$ cat src/hdl/box_rotate_scale_clip_defines.svh
// ----------------------------------------------------------------------------
// Box rotate/scale/clip assertion macros
// Shared property shorthands; each expects clk and rst in the calling scope.
// ----------------------------------------------------------------------------
`ifndef BOX_ROTATE_SCALE_CLIP_DEFINES_SVH
`define BOX_ROTATE_SCALE_CLIP_DEFINES_SVH

// same-cycle implication
`define BRSC_ASSERT_IMPL(name, cond, expr, msg) \
  name: assert property (@(posedge clk) disable iff (rst) (cond) |-> (expr)) \
    else $error(msg);

// next-cycle implication
`define BRSC_ASSERT_NEXT(name, cond, expr, msg) \
  name: assert property (@(posedge clk) disable iff (rst) (cond) |=> (expr)) \
    else $error(msg);

`endif

$ cat src/hdl/brsc_pkg.sv
// ----------------------------------------------------------------------------
// Box rotate/scale/clip package
// Widths, register indexes, codes and shared types.
// ----------------------------------------------------------------------------
package brsc_pkg;

  localparam int FRAC_BITS = 4;
  localparam int MAX_BOXES = 32;

  localparam int SIZE_W  = 12;
  localparam int LIM_W   = SIZE_W + FRAC_BITS;
  localparam int IN_W    = 18;
  localparam int SUM_W   = IN_W + 1;
  localparam int COORD_W = ((LIM_W > SUM_W) ? LIM_W : SUM_W) + 2;
  localparam int NUM_W   = LIM_W + SIZE_W + 2;
  localparam int CNT_W   = 6;
  localparam int ROT_W   = 2;

  localparam int CFG_IDX_W  = 3;
  localparam int CFG_DATA_W = SIZE_W;
  localparam int IN_DATA_W  = 4 * IN_W;
  localparam int IN_USER_W  = 2;
  localparam int OUT_DATA_W = 4 * SIZE_W;

  localparam int TUSER_SCORE = 0;
  localparam int TUSER_START = 1;

  localparam logic [CFG_IDX_W-1:0] REG_ROTATION   = 3'd0;
  localparam logic [CFG_IDX_W-1:0] REG_SRC_WIDTH  = 3'd1;
  localparam logic [CFG_IDX_W-1:0] REG_SRC_HEIGHT = 3'd2;
  localparam logic [CFG_IDX_W-1:0] REG_DST_WIDTH  = 3'd3;
  localparam logic [CFG_IDX_W-1:0] REG_DST_HEIGHT = 3'd4;

  localparam logic [ROT_W-1:0] ROT_0   = 2'd0;
  localparam logic [ROT_W-1:0] ROT_90  = 2'd1;
  localparam logic [ROT_W-1:0] ROT_180 = 2'd2;
  localparam logic [ROT_W-1:0] ROT_270 = 2'd3;

  localparam logic KIND_RECT  = 1'b0;
  localparam logic KIND_CLEAR = 1'b1;

  localparam logic [SIZE_W-1:0] RST_SRC_WIDTH  = 12'd256;
  localparam logic [SIZE_W-1:0] RST_SRC_HEIGHT = 12'd256;
  localparam logic [SIZE_W-1:0] RST_DST_WIDTH  = 12'd320;
  localparam logic [SIZE_W-1:0] RST_DST_HEIGHT = 12'd240;

  typedef struct packed {
    logic busy;
    logic done;
  } map_stat_t;

endpackage

$ cat src/hdl/brsc_map.sv
// ----------------------------------------------------------------------------
// Coordinate mapper
// Computes round(v * dst / lim) half up, capped at dst - 1, with a
// multiply step followed by a restoring shift-subtract divider.
// ----------------------------------------------------------------------------
module brsc_map (
  input  logic                          clk,
  input  logic                          rst,
  input  logic                          start,
  input  logic [brsc_pkg::LIM_W-1:0]    v,
  input  logic [brsc_pkg::LIM_W-1:0]    lim,
  input  logic [brsc_pkg::SIZE_W-1:0]   dst,
  output logic [brsc_pkg::SIZE_W-1:0]   q,
  output brsc_pkg::map_stat_t           stat
);
  import brsc_pkg::*;

  localparam int BIT_W = $clog2(SIZE_W);

  typedef enum logic [1:0] {M_IDLE, M_MUL, M_DIV, M_CAP} mstate_t;

  mstate_t                 mstate;
  logic [LIM_W-1:0]        v_r;
  logic [LIM_W-1:0]        lim_r;
  logic [SIZE_W-1:0]       dst_r;
  logic [NUM_W-1:0]        rem;
  logic [NUM_W-1:0]        dsh;
  logic [BIT_W-1:0]        bit_cnt;
  logic                    done_r;
  logic [LIM_W+SIZE_W:0]   prod;

  assign prod = (LIM_W+SIZE_W+1)'({v_r, 1'b0}) * (LIM_W+SIZE_W+1)'(dst_r);

  always_ff @(posedge clk) begin
    if (rst) begin
      mstate <= M_IDLE;
      done_r <= 1'b0;
    end else begin
      done_r <= 1'b0;
      case (mstate)
        M_IDLE: begin
          if (start) begin
            v_r    <= v;
            lim_r  <= lim;
            dst_r  <= dst;
            mstate <= M_MUL;
          end
        end
        M_MUL: begin
          // numerator 2*v*dst + lim over divisor 2*lim, aligned to the top quotient bit
          rem     <= NUM_W'(prod) + NUM_W'(lim_r);
          dsh     <= NUM_W'({lim_r, 1'b0}) << (SIZE_W - 1);
          q       <= '0;
          bit_cnt <= BIT_W'(SIZE_W - 1);
          mstate  <= M_DIV;
        end
        M_DIV: begin
          if (rem >= dsh) begin
            rem        <= rem - dsh;
            q[bit_cnt] <= 1'b1;
          end
          dsh <= dsh >> 1;
          if (bit_cnt == '0) begin
            mstate <= M_CAP;
          end else begin
            bit_cnt <= bit_cnt - 1'b1;
          end
        end
        M_CAP: begin
          if (q >= dst_r) begin
            q <= dst_r - 1'b1;
          end
          done_r <= 1'b1;
          mstate <= M_IDLE;
        end
        default: mstate <= M_IDLE;
      endcase
    end
  end

  assign stat = '{busy: (mstate != M_IDLE), done: done_r};

endmodule

$ cat src/hdl/box_rotate_scale_clip.sv
// ----------------------------------------------------------------------------
// Box rotate/scale/clip
// Maps detection boxes from the source canvas onto the destination canvas:
// quarter-turn rotation, exact rational scaling, ordering, clamping and
// half-up rounding, with per-frame clear and box-count handling.
//
// Channel   Dir  Fields (low bit first)
// s_axis    in   tdata: box_left, box_top, box_span_x, box_span_y
//                tuser: score_positive, frame_start
// m_axis    out  tdata: corner_x_min, corner_y_min, corner_x_max, corner_y_max
//                tuser: result_kind
// cfg       in   cfg_index selects rotation, source/target width/height
//
// A drawn box passes through corner sum, rotate and clamp steps, then the
// shared mapper runs four times (start, one multiply, 12 divide steps, cap,
// done) and a final step loads the output. A clear result goes straight
// to the output step, and a dropped box leaves the block idle.
// s_axis_tready is high only while no box is in work; a held output does
// not block acceptance, but a finished box waits until the output is free.
// rst is synchronous and restores the register defaults and frame state.
// ----------------------------------------------------------------------------
`include "box_rotate_scale_clip_defines.svh"

module box_rotate_scale_clip (
  input  logic                               clk,
  input  logic                               rst,
  input  logic                               cfg_wr_en,
  input  logic [brsc_pkg::CFG_IDX_W-1:0]     cfg_index,
  input  logic [brsc_pkg::CFG_DATA_W-1:0]    cfg_data,
  input  logic                               s_axis_tvalid,
  output logic                               s_axis_tready,
  // box_left, box_top, box_span_x, box_span_y
  input  logic [brsc_pkg::IN_DATA_W-1:0]     s_axis_tdata,
  // score_positive, frame_start
  input  logic [brsc_pkg::IN_USER_W-1:0]     s_axis_tuser,
  output logic                               m_axis_tvalid,
  input  logic                               m_axis_tready,
  // corner_x_min, corner_y_min, corner_x_max, corner_y_max
  output logic [brsc_pkg::OUT_DATA_W-1:0]    m_axis_tdata,
  // result_kind
  output logic [0:0]                         m_axis_tuser
);
  import brsc_pkg::*;

  typedef logic signed [COORD_W-1:0] coord_t;
  typedef logic [LIM_W-1:0]          lim_t;

  typedef enum logic [2:0] {ST_IDLE, ST_ROTATE, ST_CLAMP, ST_MAP, ST_DONE} state_t;

  // configuration
  logic [ROT_W-1:0]  rotation;
  logic [SIZE_W-1:0] src_w;
  logic [SIZE_W-1:0] src_h;
  logic [SIZE_W-1:0] dst_w;
  logic [SIZE_W-1:0] dst_h;

  // frame and sequencer state
  state_t            state;
  logic              frame_suppressed;
  logic [CNT_W-1:0]  boxes_in_frame;
  logic [1:0]        idx;
  logic              map_start;
  logic              kind;
  coord_t            bx0, by0, bx1, by1;
  lim_t              cv [4];
  logic [SIZE_W-1:0] res [4];
  logic              out_valid;
  logic              out_kind;
  logic [OUT_DATA_W-1:0] out_data;

  // accept decode
  logic              accept;
  logic              in_start;
  logic              in_score;
  logic              sizes_ok;
  logic              supp_eff;
  logic [CNT_W-1:0]  cnt_eff;
  logic              take_box;
  coord_t            in_left, in_top, in_right, in_bottom;

  // geometry
  coord_t            sw_s, sh_s;
  coord_t            rot_ax, rot_ay, rot_bx, rot_by;
  coord_t            x_lo, x_hi, y_lo, y_hi;
  lim_t              lim_x, lim_y;

  // mapper
  lim_t              map_v;
  lim_t              map_lim;
  logic [SIZE_W-1:0] map_dst;
  logic [SIZE_W-1:0] map_q;
  map_stat_t         map_stat;

  function automatic lim_t clamp_coord(coord_t c, lim_t lim);
    if (c < 0) begin
      return '0;
    end else if (c > coord_t'(lim)) begin
      return lim;
    end
    return lim_t'(c);
  endfunction

  always_ff @(posedge clk) begin
    if (rst) begin
      rotation <= ROT_0;
      src_w    <= RST_SRC_WIDTH;
      src_h    <= RST_SRC_HEIGHT;
      dst_w    <= RST_DST_WIDTH;
      dst_h    <= RST_DST_HEIGHT;
    end else if (cfg_wr_en) begin
      case (cfg_index)
        REG_ROTATION:   rotation <= cfg_data[ROT_W-1:0];
        REG_SRC_WIDTH:  src_w    <= cfg_data;
        REG_SRC_HEIGHT: src_h    <= cfg_data;
        REG_DST_WIDTH:  dst_w    <= cfg_data;
        REG_DST_HEIGHT: dst_h    <= cfg_data;
        default: ;
      endcase
    end
  end

  assign s_axis_tready = (state == ST_IDLE);
  assign accept        = s_axis_tvalid && s_axis_tready;
  assign in_start      = s_axis_tuser[TUSER_START];
  assign in_score      = s_axis_tuser[TUSER_SCORE];
  assign sizes_ok      = (src_w != '0) && (src_h != '0) && (dst_w != '0) && (dst_h != '0);
  assign supp_eff      = in_start ? 1'b0 : frame_suppressed;
  assign cnt_eff       = in_start ? '0 : boxes_in_frame;
  assign take_box      = !supp_eff && (cnt_eff < CNT_W'(MAX_BOXES));

  assign in_left   = coord_t'($signed(s_axis_tdata[IN_W-1:0]));
  assign in_top    = coord_t'($signed(s_axis_tdata[2*IN_W-1:IN_W]));
  assign in_right  = in_left + coord_t'($signed(s_axis_tdata[3*IN_W-1:2*IN_W]));
  assign in_bottom = in_top + coord_t'($signed(s_axis_tdata[4*IN_W-1:3*IN_W]));

  assign sw_s = coord_t'(src_w) << FRAC_BITS;
  assign sh_s = coord_t'(src_h) << FRAC_BITS;

  always_comb begin
    case (rotation)
      ROT_90: begin
        rot_ax = sh_s - by0;  rot_ay = bx0;
        rot_bx = sh_s - by1;  rot_by = bx1;
      end
      ROT_180: begin
        rot_ax = sw_s - bx0;  rot_ay = sh_s - by0;
        rot_bx = sw_s - bx1;  rot_by = sh_s - by1;
      end
      ROT_270: begin
        rot_ax = by0;  rot_ay = sw_s - bx0;
        rot_bx = by1;  rot_by = sw_s - bx1;
      end
      default: begin
        rot_ax = bx0;  rot_ay = by0;
        rot_bx = bx1;  rot_by = by1;
      end
    endcase
  end

  // odd quarter turns swap the source axes
  assign lim_x = lim_t'(rotation[0] ? src_h : src_w) << FRAC_BITS;
  assign lim_y = lim_t'(rotation[0] ? src_w : src_h) << FRAC_BITS;

  assign x_lo = (bx0 > bx1) ? bx1 : bx0;
  assign x_hi = (bx0 > bx1) ? bx0 : bx1;
  assign y_lo = (by0 > by1) ? by1 : by0;
  assign y_hi = (by0 > by1) ? by0 : by1;

  // odd index is a y coordinate
  assign map_v   = cv[idx];
  assign map_lim = idx[0] ? lim_y : lim_x;
  assign map_dst = idx[0] ? dst_h : dst_w;

  brsc_map u_map (
    .clk   (clk),
    .rst   (rst),
    .start (map_start),
    .v     (map_v),
    .lim   (map_lim),
    .dst   (map_dst),
    .q     (map_q),
    .stat  (map_stat)
  );

  always_ff @(posedge clk) begin
    if (rst) begin
      state            <= ST_IDLE;
      frame_suppressed <= 1'b0;
      boxes_in_frame   <= '0;
      map_start        <= 1'b0;
      out_valid        <= 1'b0;
    end else begin
      map_start <= 1'b0;
      if (m_axis_tready) begin
        out_valid <= 1'b0;
      end
      case (state)
        ST_IDLE: begin
          if (accept) begin
            bx0 <= in_left;
            by0 <= in_top;
            bx1 <= in_right;
            by1 <= in_bottom;
            for (int i = 0; i < 4; i++) begin
              res[i] <= '0;
            end
            if (in_start && !in_score) begin
              frame_suppressed <= 1'b1;
              boxes_in_frame   <= '0;
              kind             <= KIND_CLEAR;
              if (sizes_ok) begin
                state <= ST_DONE;
              end
            end else begin
              if (in_start) begin
                frame_suppressed <= 1'b0;
                boxes_in_frame   <= '0;
              end
              kind <= KIND_RECT;
              if (take_box) begin
                boxes_in_frame <= cnt_eff + 1'b1;
                if (sizes_ok) begin
                  state <= ST_ROTATE;
                end
              end
            end
          end
        end
        ST_ROTATE: begin
          bx0   <= rot_ax;
          by0   <= rot_ay;
          bx1   <= rot_bx;
          by1   <= rot_by;
          state <= ST_CLAMP;
        end
        ST_CLAMP: begin
          cv[0]     <= clamp_coord(x_lo, lim_x);
          cv[1]     <= clamp_coord(y_lo, lim_y);
          cv[2]     <= clamp_coord(x_hi, lim_x);
          cv[3]     <= clamp_coord(y_hi, lim_y);
          idx       <= '0;
          map_start <= 1'b1;
          state     <= ST_MAP;
        end
        ST_MAP: begin
          if (map_stat.done) begin
            res[idx] <= map_q;
            if (idx == 2'd3) begin
              state <= ST_DONE;
            end else begin
              idx       <= idx + 1'b1;
              map_start <= 1'b1;
            end
          end
        end
        ST_DONE: begin
          // hold the finished box until the output register frees up
          if (!out_valid || m_axis_tready) begin
            out_valid <= 1'b1;
            out_kind  <= kind;
            out_data  <= {res[3], res[2], res[1], res[0]};
            state     <= ST_IDLE;
          end
        end
        default: state <= ST_IDLE;
      endcase
    end
  end

  assign m_axis_tvalid   = out_valid;
  assign m_axis_tdata    = out_data;
  assign m_axis_tuser[0] = out_kind;

  `BRSC_ASSERT_NEXT(a_one_box_at_a_time, accept && take_box && sizes_ok, !s_axis_tready, "box accepted while busy")
  `BRSC_ASSERT_NEXT(a_clear_suppresses, accept && in_start && !in_score, frame_suppressed, "clear frame not suppressed")
  `BRSC_ASSERT_IMPL(a_done_in_map, map_stat.done, state == ST_MAP, "mapper finished outside map phase")
  `BRSC_ASSERT_IMPL(a_map_idle, state == ST_IDLE, !map_stat.busy, "mapper busy while idle")
  `BRSC_ASSERT_NEXT(a_clear_zero, state == ST_DONE && kind == KIND_CLEAR && (!out_valid || m_axis_tready), m_axis_tvalid && m_axis_tdata == '0, "clear result carries corners")

endmodule

$ cat config.mk
export PLATFORM = sky130hd
export DESIGN_NAME = box_rotate_scale_clip
export DESIGN_NICKNAME = d
export VERILOG_FILES = /design/src/hdl/brsc_pkg.sv /design/src/hdl/brsc_map.sv /design/src/hdl/box_rotate_scale_clip.sv
export VERILOG_INCLUDE_DIRS = /design/src /design/src/hdl
export SDC_FILE = /design/constraint.sdc
export NUM_CORES = 2
export LEC_CHECK = 0
export BUFFER_PORTS_ARGS = -buffer_cell sky130_fd_sc_hd__buf_2
export CORE_UTILIZATION = 49
export DETAILED_ROUTE_END_ITERATION = 10
export PLACE_DENSITY = 0.66
export SYNTH_ARGS = -nofsm -noshare
export SYNTH_HDL_FRONTEND = slang
export SYNTH_SLANG_ARGS = --single-unit
$ cat constraint.sdc
create_clock -name clk -period 30.5 [get_ports clk]
set_input_delay 3.05 -clock clk [delete_from_list [all_inputs] [get_ports clk]]
set_output_delay 3.05 -clock clk [all_outputs]
set_load 0.02 [all_outputs]
== Yosys cells after proc, flatten, opt, wreduce, memory -nomap -nowiden ==
Memory sizes are Yosys's and may differ from the RTL's. A register that Yosys moved wholly into a read port is not among the register bits.
Cells that the tools add are included.
Word-level totals
  flip-flop bits (word level): 257
  bits in writable memories: 112
  bits of input ports: 94
  output and inout port bits: 51
  word-level logic and storage cells: 235
  memories: 2
Memories
  cv: words 4, bits a word 16, read ports 1, clocked after Yosys merged registers in 1, wr ports 4, RTL line box_rotate_scale_clip.sv:65  | lim_t cv [4];
  res: words 4, bits a word 12, read ports 4, clocked after Yosys merged registers in 4, wr ports 4, RTL line box_rotate_scale_clip.sv:66  | logic [SIZE_W-1:0] res [4];
Operators by class
  add/subtract/negate cells: 12
  $mul: 1
  order comparisons: 15
  equal/unequal tests: 29
  muxes and demuxes: 108
  bitwise logic cells: 2
  reduce and logical (&&, ||, !) cells: 41
Operators with widths (number)
  two-way mux 16 bit: 21
  case mux 21 bit (3 select lines): 4
  two-way mux 21 bit: 8
  case mux 21 bit (2 select lines): 4
  case mux 30 bit (2 select lines): 2
  > comparator 21 x 17 -> 1 bit: 4
  < comparator 21 x 1 -> 1 bit (second input constant): 4
  subtractor 17 x 21 -> 21 bit: 4
  two-way mux 12 bit: 6
  nonzero test 12 bit: 4
  > comparator 21 bit: 2
  adder 18 x 18 -> 19 bit: 2
  two-way mux 1 bit: 38
  case mux 12 bit (3 select lines): 1
  adder 29 x 16 -> 30 bit: 1
  greater-or-equal comparator 30 bit: 1
  two-way mux 30 bit: 1
  subtractor 30 bit: 1
  multiplier 16 x 12 -> 28 bit: 1
  two-way mux 3 bit: 8
  two-way mux 6 bit: 3
  AND reduction 2 bit: 8
  case mux 3 bit (5 select lines): 1
  AND reduction 3 bit: 5
  38 further kinds: 74

== Logic depth before layout (Yosys ltp) ==
  depth after elaboration: 10
  gate-level depth with buffers: 27
  mapped depth without buffers: 26

== Modules after synthesis ==
From an unflattened synthesis, not the netlist that was laid out.
Unflattened totals
  cells, all modules: 3899
  area total of the unflattened synthesis: 36515.0 sq um
Modules (own cells, without submodules)
  box_rotate_scale_clip: instances 1, cells an instance 2428, area each 22621.7 sq um, seq. area each 8728.4 sq um
  brsc_map: instances 1, cells an instance 1471, area each 13893.3 sq um, seq. area each 3603.5 sq um

== Worst setup path after synthesis ==
Ideal clock, no wire load.
  kind: input to register
  from: input port rst
  to: register bx0[0] (enable)
  setup time: 0.733 ns
  data arrival time: 11.424 ns
  data required time: 29.767 ns
  path slack: 18.343 ns
  stages: 3
  buffers on the path: 2
  path through: clkbuf_1 buf_1 nor4_1
On the way
  cells in the longest elaborated chain, start to end: 2
RTL lines
  start: declaration: RTL line box_rotate_scale_clip.sv:26  | input logic rst,
  inverter 1 bit (no line)
  AND reduction 4 bit (no line)
  end signal: assignment: RTL line box_rotate_scale_clip.sv:200  | bx0 <= in_left;
  end signal: assignment: RTL line box_rotate_scale_clip.sv:230  | bx0 <= rot_ax;
  end: declaration: RTL line box_rotate_scale_clip.sv:64  | coord_t bx0, by0, bx1, by1;
No other way between the ends.
A chain may end at the register's enable or synchronous reset.

== Worst setup path in the final report ==
  from: register u_map.dst_r[4]
  to: register u_map.rem[22], data pin
On the way
  cells in the longest elaborated chain, start to end: 3
RTL lines
  start: declaration: RTL line brsc_map.sv:25  | logic [SIZE_W-1:0] dst_r;
  start signal: assignment: RTL line brsc_map.sv:45  | dst_r <= dst;
  multiplier 16 x 12 -> 28 bit: RTL line brsc_map.sv:32  | assign prod = (LIM_W+SIZE_W+1)'({v_r, 1'b0}) * (LIM_W+SIZE_W+1)'(dst_r);
  adder 29 x 16 -> 30 bit: RTL line brsc_map.sv:51  | rem <= NUM_W'(prod) + NUM_W'(lim_r);
  case mux 30 bit (2 select lines): RTL line brsc_map.sv:40  | case (mstate)
  end signal: assignment: RTL line brsc_map.sv:51
  end signal: assignment: RTL line brsc_map.sv:59  | rem <= rem - dsh;
  end: declaration: RTL line brsc_map.sv:26  | logic [NUM_W-1:0] rem;
No other way between the ends.

==> impl_metrics.ini <==
[timing]
fin_crit_ps = 7130
slew_viol_final = 3
tightest_slew_ps = 1510
grt_setup_unrepaired = no
relSlewSlack_pct = -1.23
finalSetupViolations = 0
post-route-period-util_pct = 23.4
finClkSkew_ps = 28.1
timing_hold_violations_final = 0
setup_tns_ps = 0
max_freq_mhz = 140

[synthesis]
yosysSeqAreaShare_pct = 34.3
synthFlopType = edfxtp_1
synthTopCellsByArea = edfxtp_1 (31%), ha_1 (11%), fa_1 (8.1%), nand2_1 (4.9%), inv_1 (3.9%)
postSynthAreaPerCell_um2 = 9.21
ys_seq_elements = 427
synth_area_leader_cell = edfxtp_1
syn_inst = 3859
synth-edff-count = 362
synthArstFlopShare_pct = 0
synth_top_area_share_pct = 30.6
syn-num-nets = 4405
synth.cell_area_mm2 = 0.0355
ys_types = 88
ys_warn_count = 0

[power_and_ir_drop]
power_density_mw_per_mm2 = 94.3
power.internal_w = 0.00196
p_comb_share_pct = 58.8
ir_drop_mv = 0.0942
switching_power_w = 0.00168
switching_share_pct = 46.1
leakagePower_nw = 16.0
seq_power_share_pct = 25.1
clockPowerShare_pct = 16.1

[routing]
drc_errors = 0
via_count = 28800
detail_route.wirelength_um = 103000
routed_via_density = 5.88
postRouteAntennaNets = 0
wl_per_cell_um = 21.1
first_iter_violations = 2499
dr.pass1.iters = 6

[placed_design]
hpwl_um = 79000
gp_congestion = 0.986
dp.cells = 4807
numPortBuffers = 144

[clocking]
numCtsBuffers = 49
htree_levels = 2
ctsRootBufferMaster = clkbuf_16
cts_tree = done
cts_hold_buf = 0
clkTransAtPathRegs_ps = 60
cts_sinks = 427
cts_buffer_depth = 3
ctsResizeCount = 0
postCtsSetupBuffers = 0
clk_latency_ps = 620

[layout]
antenna_cells = 0
layout_common_cells = nand2_1 (461), inv_1 (373), edfxtp_1 (362)
multi_input_area_mm2 = 0.0213
layout-drive-gt1-share_pct = 9.42
fin_nets = 4454
stdcell_count = 4897
syn2layout_area_growth_pct = 8.65
mostFrequentLayoutCell = nand2_1
nFillCells = 6586
regArea_mm2 = 0.0122

[worst_hold_path]
hp-start = res[2][0]
min_path_type = register to register

[setup_path]
critPathMaxFanout = 18
critPathLaunchType = register
critical_path_class = register to register
worst-endpoint-arrival_ps = 7430
worstPathRequired_ps = 30800
rr_startpoint = u_map.dst_r[4]
cp-startpoint = u_map.dst_r[4]
critPathCaptureType = register

[global_routing]
grt_max_degree = 75
grtUsageTotal_pct = 27.9
grt_first_pass_wirelength_um = 160000
grt_pass1_vias = 28200
overflow = 0
antenna_found_initial = 0

[run_status]
status = finished, violations left
violations = max-capacitance violations, max-slew violations

[die]
die_h_um = 271
pin_count = 145
fp.dieArea_mm2 = 0.0736
core-area_mm2 = 0.0716
die_x_um = 271
rows = 98
start_util_pct = 49.6

[run]
drv_cap = 1
layer usage:
metal / part of all wire [%] / track usage, % / vias to the layer above
met5: 0 / 0 / -
met4: 6.5 / 16.1 / 0
met3: 6.0 / 3.51 / 258
met2: 47 / 47.0 / 1041
met1: 40 / 34.5 / 13800
li1: - / - / 13700
synthesized netlist by cell type (10+ instances only):
cell type,number
nand2b_1,45
ha_1,308
nor2b_1,38
a211oi_1,48
nor3_1,76
a31oi_1,23
fa_1,144
o21a_1,42
xor2_1,56
o21bai_1,15
and3_1,21
a21oi_1,273
dfxtp_1,65
xnor2_1,119
mux2_2,42
edfxtp_1,362
nand4_1,28
o22ai_1,37
o211ai_1,36
nor2_1,254
buf_2,10
and2_1,121
o21ai_0,239
clkbuf_1,137
nor4_1,27
or2_2,15
nand3_1,69
mux2i_1,60
a21o_1,65
mux4_2,16
inv_1,373
nand2_1,462
or3_1,21
a311oi_1,13
buf_1,23
nand3b_1,12
worst paths after layout:
kind	endpoint	slack [ps]	depth (start not counted)
hold / removal	m_axis_tdata[24]	420	0
setup reg to reg	u_map.rem[22]	23370	23
setup / recovery	u_map.rem[22]	23370	23
hold reg to reg	m_axis_tdata[24]	420	0
critical path, stage by stage, from the launching register on:
cell and delay, ps:
edfxtp_1 820, and2_1 250, fa_1 420, ha_1 230, fa_1 550, inv_1 50, fa_1 460, fa_1 550
inv_1 40, ha_1 340, o21ai_0 130, o21bai_1 110, a2111oi_0 680, nor2_1 110, xor2_1 170, ha_1 360
and3_1 220, nand2_1 60, o211ai_1 220, a31oi_1 180, and4b_1 420, nand4_1 140, xnor2_1 180, o21ai_0 130
registers in the layout (all words and copies together), names as in the netlist, 6 cells and up:
signal	cells
by0	21
cv	64
u_map.lim_r	12
u_map.q	12
dst_h	12
u_map.v_r	16
u_map.dst_r	12
by1	21
bx0	21
bx1	21
u_map.rem	30
res	48
src_h	12
m_axis_tdata	48
dst_w	12
src_w	12
u_map.dsh	28
boxes_in_frame	6
logic make-up (layout without fill, tap and decap cells):
| group | after synthesis | after routing | synth area share [%] |
|---|---|---|---|
| buf+inv | 551 | 639 | 5.95 |
| xor+xnor | 175 | 175 | 4.31 |
| fa+ha+maj | 452 | 452 | 19.0 |
| flops | 427 | 427 | 34.3 |
| compound gates | 911 | 911 | 16.2 |
| simple gates | 1225 | 1225 | 16.3 |
| mux | 118 | 118 | 4.04 |
power by group through the flow:
stage	combinational (W)	sequential [W]	clock, W
after global routing	0.00238	0.000922	0.000617
final	0.00214	0.000913	0.000587
after detailed placement	0.00210	0.000922	0
after CTS	0.00212	0.000911	0.000596
after floorplan	0.00159	0.000894	0
after global placement	0.00209	0.000919	0
final cells by class:
type                    count  share of cell area, %
clock buffers              57                   3.33
clock inverters            33                  0.726
inverters                 375                   3.65
multi-input cells        2881                   55.2
flip-flops and latches    427                   31.5
well taps                 950                   3.08
repair buffers            174                   2.45
per-stage QoR:
stage | setup slack, ps | total power (W) | util (%) | hold WS [ps] | instance area (µm²)
after floorplan | 18340 | 0.00249 | - | 400 | 35500
after global placement | 23510 | 0.00301 | 51.7 | 402 | 37000
after detailed placement | 23450 | 0.00303 | 51.7 | 405 | 37000
after CTS | 23430 | 0.00363 | 53.9 | 418 | 38600
after global routing | 22880 | 0.00392 | 53.9 | 422 | 38600
final | 23370 | 0.00364 | 53.9 | 419 | 38600
(Power assumes the default switching activity.)
